--- src/u8d_pkg.sv ---
package u8d_pkg;

  localparam int unsigned ByteW = 8;
  localparam int unsigned CpW   = 21;
  localparam int unsigned RemW  = 2;

  // Lead and continuation byte patterns.
  localparam logic [7:0] AsciiMask  = 8'h80;
  localparam logic [7:0] Lead2Mask  = 8'hE0;
  localparam logic [7:0] Lead2Code  = 8'hC0;
  localparam logic [7:0] Lead3Mask  = 8'hF0;
  localparam logic [7:0] Lead3Code  = 8'hE0;
  localparam logic [7:0] Lead4Mask  = 8'hF8;
  localparam logic [7:0] Lead4Code  = 8'hF0;
  localparam logic [7:0] ContMask   = 8'hC0;
  localparam logic [7:0] ContCode   = 8'h80;

  // Continuation counts.
  localparam logic [RemW-1:0] RemIdle  = 2'd0;
  localparam logic [RemW-1:0] RemOne   = 2'd1;
  localparam logic [RemW-1:0] RemTwo   = 2'd2;
  localparam logic [RemW-1:0] RemThree = 2'd3;

  // Decoder state carried between words.
  typedef struct packed {
    logic [RemW-1:0] remaining;
    logic [CpW-1:0]  accum;
  } dec_state_t;

  // One decode step's outcome.
  typedef struct packed {
    logic           emit;
    logic [CpW-1:0] code_point;
    logic           decode_error;
  } dec_result_t;

endpackage

--- src/u8d_byte_if.sv ---
interface u8d_byte_if;
  logic                        valid;
  logic                        ready;
  logic [u8d_pkg::ByteW-1:0]   in_byte;

  modport source (output valid, output in_byte, input ready);
  modport sink (input valid, input in_byte, output ready);
endinterface

--- src/u8d_char_if.sv ---
interface u8d_char_if;
  logic                      valid;
  logic                      ready;
  logic [u8d_pkg::CpW-1:0]   code_point;
  logic                      decode_error;

  modport source (output valid, output code_point, output decode_error, input ready);
  modport sink (input valid, input code_point, input decode_error, output ready);
endinterface

--- src/u8d_decode.sv ---
module u8d_decode (
  input  logic                      mode_i,
  input  logic [u8d_pkg::ByteW-1:0] byte_i,
  input  u8d_pkg::dec_state_t       state_i,
  output u8d_pkg::dec_state_t       state_o,
  output u8d_pkg::dec_result_t      result_o
);

  localparam int unsigned PadLead2 = u8d_pkg::CpW - 5;
  localparam int unsigned PadLead3 = u8d_pkg::CpW - 4;
  localparam int unsigned PadLead4 = u8d_pkg::CpW - 3;
  localparam int unsigned PadByte  = u8d_pkg::CpW - u8d_pkg::ByteW;

  logic [u8d_pkg::CpW-1:0] byte_ext;
  logic [u8d_pkg::CpW-1:0] shifted;

  assign byte_ext = {{PadByte{1'b0}}, byte_i};
  assign shifted  = {state_i.accum[u8d_pkg::CpW-7:0], byte_i[5:0]};

  // One step of the decoder: lead byte, continuation byte or pass-through.
  always_comb begin
    state_o  = state_i;
    result_o = '0;
    if (mode_i) begin
      // Pass-through leaves any pending character untouched.
      result_o.emit       = 1'b1;
      result_o.code_point = byte_ext;
    end else if (state_i.remaining == u8d_pkg::RemIdle) begin
      if ((byte_i & u8d_pkg::AsciiMask) == '0) begin
        state_o.accum       = byte_ext;
        result_o.emit       = 1'b1;
        result_o.code_point = byte_ext;
      end else if ((byte_i & u8d_pkg::Lead2Mask) == u8d_pkg::Lead2Code) begin
        state_o.accum     = {{PadLead2{1'b0}}, byte_i[4:0]};
        state_o.remaining = u8d_pkg::RemOne;
      end else if ((byte_i & u8d_pkg::Lead3Mask) == u8d_pkg::Lead3Code) begin
        state_o.accum     = {{PadLead3{1'b0}}, byte_i[3:0]};
        state_o.remaining = u8d_pkg::RemTwo;
      end else if ((byte_i & u8d_pkg::Lead4Mask) == u8d_pkg::Lead4Code) begin
        state_o.accum     = {{PadLead4{1'b0}}, byte_i[2:0]};
        state_o.remaining = u8d_pkg::RemThree;
      end else begin
        // A stray continuation byte or an invalid lead byte.
        state_o               = '0;
        result_o.emit         = 1'b1;
        result_o.decode_error = 1'b1;
      end
    end else if ((byte_i & u8d_pkg::ContMask) != u8d_pkg::ContCode) begin
      // A bad continuation byte is dropped and the character abandoned.
      state_o               = '0;
      result_o.emit         = 1'b1;
      result_o.decode_error = 1'b1;
    end else begin
      state_o.accum     = shifted;
      state_o.remaining = state_i.remaining - u8d_pkg::RemOne;
      if (state_i.remaining == u8d_pkg::RemOne) begin
        result_o.emit       = 1'b1;
        result_o.code_point = shifted;
      end
    end
  end

endmodule

--- src/utf8_stream_decoder.sv ---
// UTF-8 stream decoder.
// The in_i channel carries one byte per word; the out_o channel carries one
// decoded code point per word, or an error word with a zero code point when
// a bad lead or continuation byte is seen. Outside pass-through mode, lead
// bytes and inner continuation bytes produce no output word. A valid/ready
// pair on each side moves a word at a rising edge where both are high.
// An accepted byte sits in the input register, and the decode step loads
// the result register from it. Throughput is one byte per clock while the
// receiver takes results; the rate is set by the combinational decode step
// between the two registers. When the receiver stalls, the result register
// holds its word and the input register takes one more byte only if it is
// empty; then in_i.ready drops.
// cfg_we_i writes the pass-through mode bit from cfg_wdata_i; write it only
// while the block is idle. Reset clears both registers' valid flags, the
// decoder state and the mode bit, leaving the decoder waiting for a lead.
module utf8_stream_decoder (
  input  logic       clk_i,
  input  logic       rst_ni,
  input  logic       cfg_we_i,
  input  logic       cfg_wdata_i,
  u8d_byte_if.sink   in_i,
  u8d_char_if.source out_o
);

  logic                      mode_q;
  logic                      in_valid_q;
  logic [u8d_pkg::ByteW-1:0] in_byte_q;
  u8d_pkg::dec_state_t       state_q;
  u8d_pkg::dec_state_t       state_d;
  u8d_pkg::dec_result_t      result;
  logic                      out_valid_q;
  logic [u8d_pkg::CpW-1:0]   out_cp_q;
  logic                      out_err_q;
  logic                      advance;

  // The input word moves on whenever the result register is free or drained.
  assign advance     = !out_valid_q || out_o.ready;
  assign in_i.ready  = !in_valid_q || advance;

  u8d_decode u_decode (
    .mode_i   (mode_q),
    .byte_i   (in_byte_q),
    .state_i  (state_q),
    .state_o  (state_d),
    .result_o (result)
  );

  // Mode register.
  always_ff @(posedge clk_i or negedge rst_ni) begin
    if (!rst_ni) begin
      mode_q <= 1'b0;
    end else if (cfg_we_i) begin
      mode_q <= cfg_wdata_i;
    end
  end

  // Input register.
  always_ff @(posedge clk_i or negedge rst_ni) begin
    if (!rst_ni) begin
      in_valid_q <= 1'b0;
    end else if (in_i.ready) begin
      in_valid_q <= in_i.valid;
    end
  end

  always_ff @(posedge clk_i) begin
    if (in_i.valid && in_i.ready) begin
      in_byte_q <= in_i.in_byte;
    end
  end

  // Decoder state advances once per processed byte.
  always_ff @(posedge clk_i or negedge rst_ni) begin
    if (!rst_ni) begin
      state_q <= '0;
    end else if (in_valid_q && advance) begin
      state_q <= state_d;
    end
  end

  // Result register.
  always_ff @(posedge clk_i or negedge rst_ni) begin
    if (!rst_ni) begin
      out_valid_q <= 1'b0;
    end else if (advance) begin
      out_valid_q <= in_valid_q && result.emit;
    end
  end

  always_ff @(posedge clk_i) begin
    if (advance && in_valid_q && result.emit) begin
      out_cp_q  <= result.code_point;
      out_err_q <= result.decode_error;
    end
  end

  assign out_o.valid        = out_valid_q;
  assign out_o.code_point   = out_cp_q;
  assign out_o.decode_error = out_err_q;

endmodule

--- src/flat_wrapper.sv ---
// flat-port wrapper written by rule: the top's interface ports become plain ports
module utf8_stream_decoder_flat 
  (clk_i, rst_ni, cfg_we_i, cfg_wdata_i, in_i_valid, in_i_in_byte, in_i_ready, out_o_valid, out_o_code_point, out_o_decode_error, out_o_ready);
  u8d_byte_if in_i_i ();
  u8d_char_if out_o_i ();
  input  logic clk_i;
  input  logic rst_ni;
  input  logic cfg_we_i;
  input  logic cfg_wdata_i;
  input wire logic [$bits(in_i_i.valid)-1:0] in_i_valid;
  input wire logic [$bits(in_i_i.in_byte)-1:0] in_i_in_byte;
  output wire logic [$bits(in_i_i.ready)-1:0] in_i_ready;
  output wire logic [$bits(out_o_i.valid)-1:0] out_o_valid;
  output wire logic [$bits(out_o_i.code_point)-1:0] out_o_code_point;
  output wire logic [$bits(out_o_i.decode_error)-1:0] out_o_decode_error;
  input wire logic [$bits(out_o_i.ready)-1:0] out_o_ready;
  assign in_i_i.valid = in_i_valid;
  assign in_i_i.in_byte = in_i_in_byte;
  assign in_i_ready = in_i_i.ready;
  assign out_o_valid = out_o_i.valid;
  assign out_o_code_point = out_o_i.code_point;
  assign out_o_decode_error = out_o_i.decode_error;
  assign out_o_i.ready = out_o_ready;
  utf8_stream_decoder u_core (.clk_i(clk_i), .rst_ni(rst_ni), .cfg_we_i(cfg_we_i), .cfg_wdata_i(cfg_wdata_i), .in_i(in_i_i), .out_o(out_o_i));
endmodule
--- config.mk ---
export PLATFORM = sky130hd
export DESIGN_NAME = utf8_stream_decoder_flat
export DESIGN_NICKNAME = d
export VERILOG_FILES = /design/src/u8d_pkg.sv /design/src/u8d_byte_if.sv /design/src/u8d_char_if.sv /design/src/u8d_decode.sv /design/src/utf8_stream_decoder.sv /design/src/flat_wrapper.sv
export SDC_FILE = /design/constraint.sdc
export NUM_CORES = 1
export LEC_CHECK = 0
export BUFFER_PORTS_ARGS = -buffer_cell sky130_fd_sc_hd__buf_2
export CORE_MARGIN = 3
export CORE_UTILIZATION = 40
export CTS_CLUSTER_SIZE = 14
export DETAILED_ROUTE_END_ITERATION = 10
export PLACE_DENSITY = 0.72
export SKIP_CTS_REPAIR_TIMING = 1
export SLEW_MARGIN = 0
export SYNTH_ARGS = -nofsm -noshare
export SYNTH_HDL_FRONTEND = slang
export SYNTH_SLANG_ARGS = --single-unit
--- constraint.sdc ---
create_clock -name clk_i -period 3.1 [get_ports clk_i]
set_clock_uncertainty 0.15 [all_clocks]
set_input_delay 0.62 -clock clk_i [delete_from_list [all_inputs] [get_ports clk_i]]
set_output_delay 0.62 -clock clk_i [all_outputs]
set_load 0.02 [all_outputs]
==> results.cfg <==
[global_route]
grt_pass1_wl_um = 5664
grt_start_max_net_pins = 30
grtUsageTotal_pct = 11.89
grt_overflow = 0
grt_pass1_vias = 1188
antenna_found_initial = 0

[timing]
post-route-period-util_pct = 84.70
slew_headroom_pct = 30.49
fin_ws_ns = 0.4742
fin_tns_setup_ns = 0
drv_slew = 0
worstMarginPinSlew_ns = 1.041
fmax_mhz = 380.8
fin_hold_ws_ns = 0.09921
rsz0062_at_grt = no
setup_viol = 0
hold_viol = 0
final.min_clock_period_ns = 2.626

[clock_network]
clock-sinks = 50
cts.path.max_buffers = 2
path_clk_slew_ns = 0.09
cts_tree = built
insertion_delay_ns = 0.29
cts_buffers = 5
clockRootBuffer = clkbuf_8
cts_htree_levels = 2

[pwr]
p_leak_nw = 1.040
p_total_mw = 1.745
p_per_area_nw_per_um2 = 727.2
peakVddDrop_mv = 0.2929

[synth]
synth-edff-count = 30
async_flop_share_pct = 40.00
yosysSeqAreaShare_pct = 67.11
ys.flop_type = edfxtp_1
yosysTopAreaCell = edfxtp_1
synth_top_area_share_pct = 43.14
syn_avg_cell_area_um2 = 12.58
syn-cell-area_um2 = 2088
yosys-top-cells-area = edfxtp_1, dfrtp_1, nand2_1, and3_1, o21ai_0
ys_seq_elements = 50
synthesis.nets = 182
ys_top_cells_by_count = edfxtp_1, nand2_1, dfrtp_1
synth.distinct_cells = 37
synthCells = 166
yosysWarnings = 0

[setup_path]
cp_max_fo = 22
critPathKind = reg -> reg
cp.arrival_ns = 2.40
critPathLaunchType = register
cp-end-kind = register
worstPathRequired_ns = 2.87

[cells_and_area]
antennaDiodeCount = 0
final_area_um2 = 2400
syn2layout_area_growth_pct = 14.92
instances_no_fill = 271
finish.utilization_pct = 49.18
drive_above_1_share_pct = 27.45
final_nets = 219

[place]
place_inst = 263
pre_cts_slack_ns = 0.4658
place.gp.congestion = 0.9400
placed_area_um2 = 2315
port_buffers = 37
dp_hpwl_um = 2422

[die]
die_y_um = 78.26
rows = 25
pin_count = 38
die_area_um2 = 6124
core_area_um2 = 4880
die_w_um = 78.26
initial_core_util_pct = 42.79

[routing]
post_drt_wl_per_cell_um = 12.76
drt_iter0_drc = 129
finalWirelength_um = 3459
antenna_left = 0
vias_per_cell = 4.886
via_count = 1324
firstDrtPassIters = 7
drc = 0

[status]
run_status = finished clean

[worst_hold_path]
hold_class = in -> async

[job]
maxCapViolations = 0
==> state kept, by name, summed over array words and instances (netlist names) <==
name,cells
u_core.out_o.valid,1
u_core.in_byte_q,8
u_core.state_q,17
u_core.in_valid_q,1
u_core.out_o.decode_error,1
u_core.out_o.code_point,21
u_core.mode_q,1
==> layout make-up <==
cell class	count	area, um^2
Fill cell	438	2480
Sequential cell	50	1401
Multi-Input combinational cell	105	625.6
Timing Repair Buffer	38	192.7
Tap cell	67	83.83
Clock buffer	6	72.57
Clock inverter	2	12.51
Inverter	3	11.26
==> cell usage in the layout (no fill, tap or decap), drive strengths merged, types with 3 or more instances in the layout <==
cell type and instances:
mux2 3, nand2 30, nor2b 7, dfrtp 20
nor2 5, inv 5, nand2b 5, a21oi 3
edfxtp 30, a21boi 3, clkbuf 6, o21ai 18
and3 14, buf 38
==> critical path, stage by stage (launching register included) <==
cell and delay [ns]:
dfrtp_1 0.40, inv_1 0.09, ha_1 0.38, or3b_4 0.23
o22a_1 0.15, nor2_2 0.05, nor2_2 0.81
==> report_power, final <==
group / switching (mW) / total, mW / internal, mW / leakage [nW]
clock network: 0.205 / 0.366 / 0.160 / 0.0461
logic: 0.306 / 0.468 / 0.162 / 0.437
registers: 0.0657 / 0.912 / 0.846 / 0.557
==> cells by family (layout without fill, tap and decap cells) <==
group / count (synthesis) / count (layout) / synth area share, %
simple gates: 69 / 69 / 17.68
flops: 50 / 50 / 67.11
mux: 4 / 4 / 2.097
fa+ha+maj: 2 / 2 / 1.198
compound gates: 30 / 30 / 8.868
buf+inv: 11 / 49 / 3.056
==> path summary, 6_finish.rpt <==
check	startpoint	endpoint	slack, ns	cells after the start
worst min register to register	u_core.state_q[9]	u_core.state_q[9]	0.33	2
min in group clk_i	u_core.state_q[9]	u_core.state_q[9]	0.33	2
worst max register to register	u_core.state_q[21]	u_core.out_o.code_point[8]	0.47	6
worst max-delay path	u_core.state_q[21]	u_core.out_o.code_point[8]	0.47	6
max in group asynchronous	rst_ni	u_core.state_q[21]	2.38	1
worst min-delay path	rst_ni	u_core.state_q[13]	0.1	1
==> routing by layer <==
metal	part of all wire (%)	global-route usage [%]	vias to the layer above
met5	0	0	-
met4	1.6	5.245	0
met3	5.9	2.523	6
met2	45	18.15	45
met1	47	16.39	616
li1	-	-	657
(Power assumes the default switching activity.)
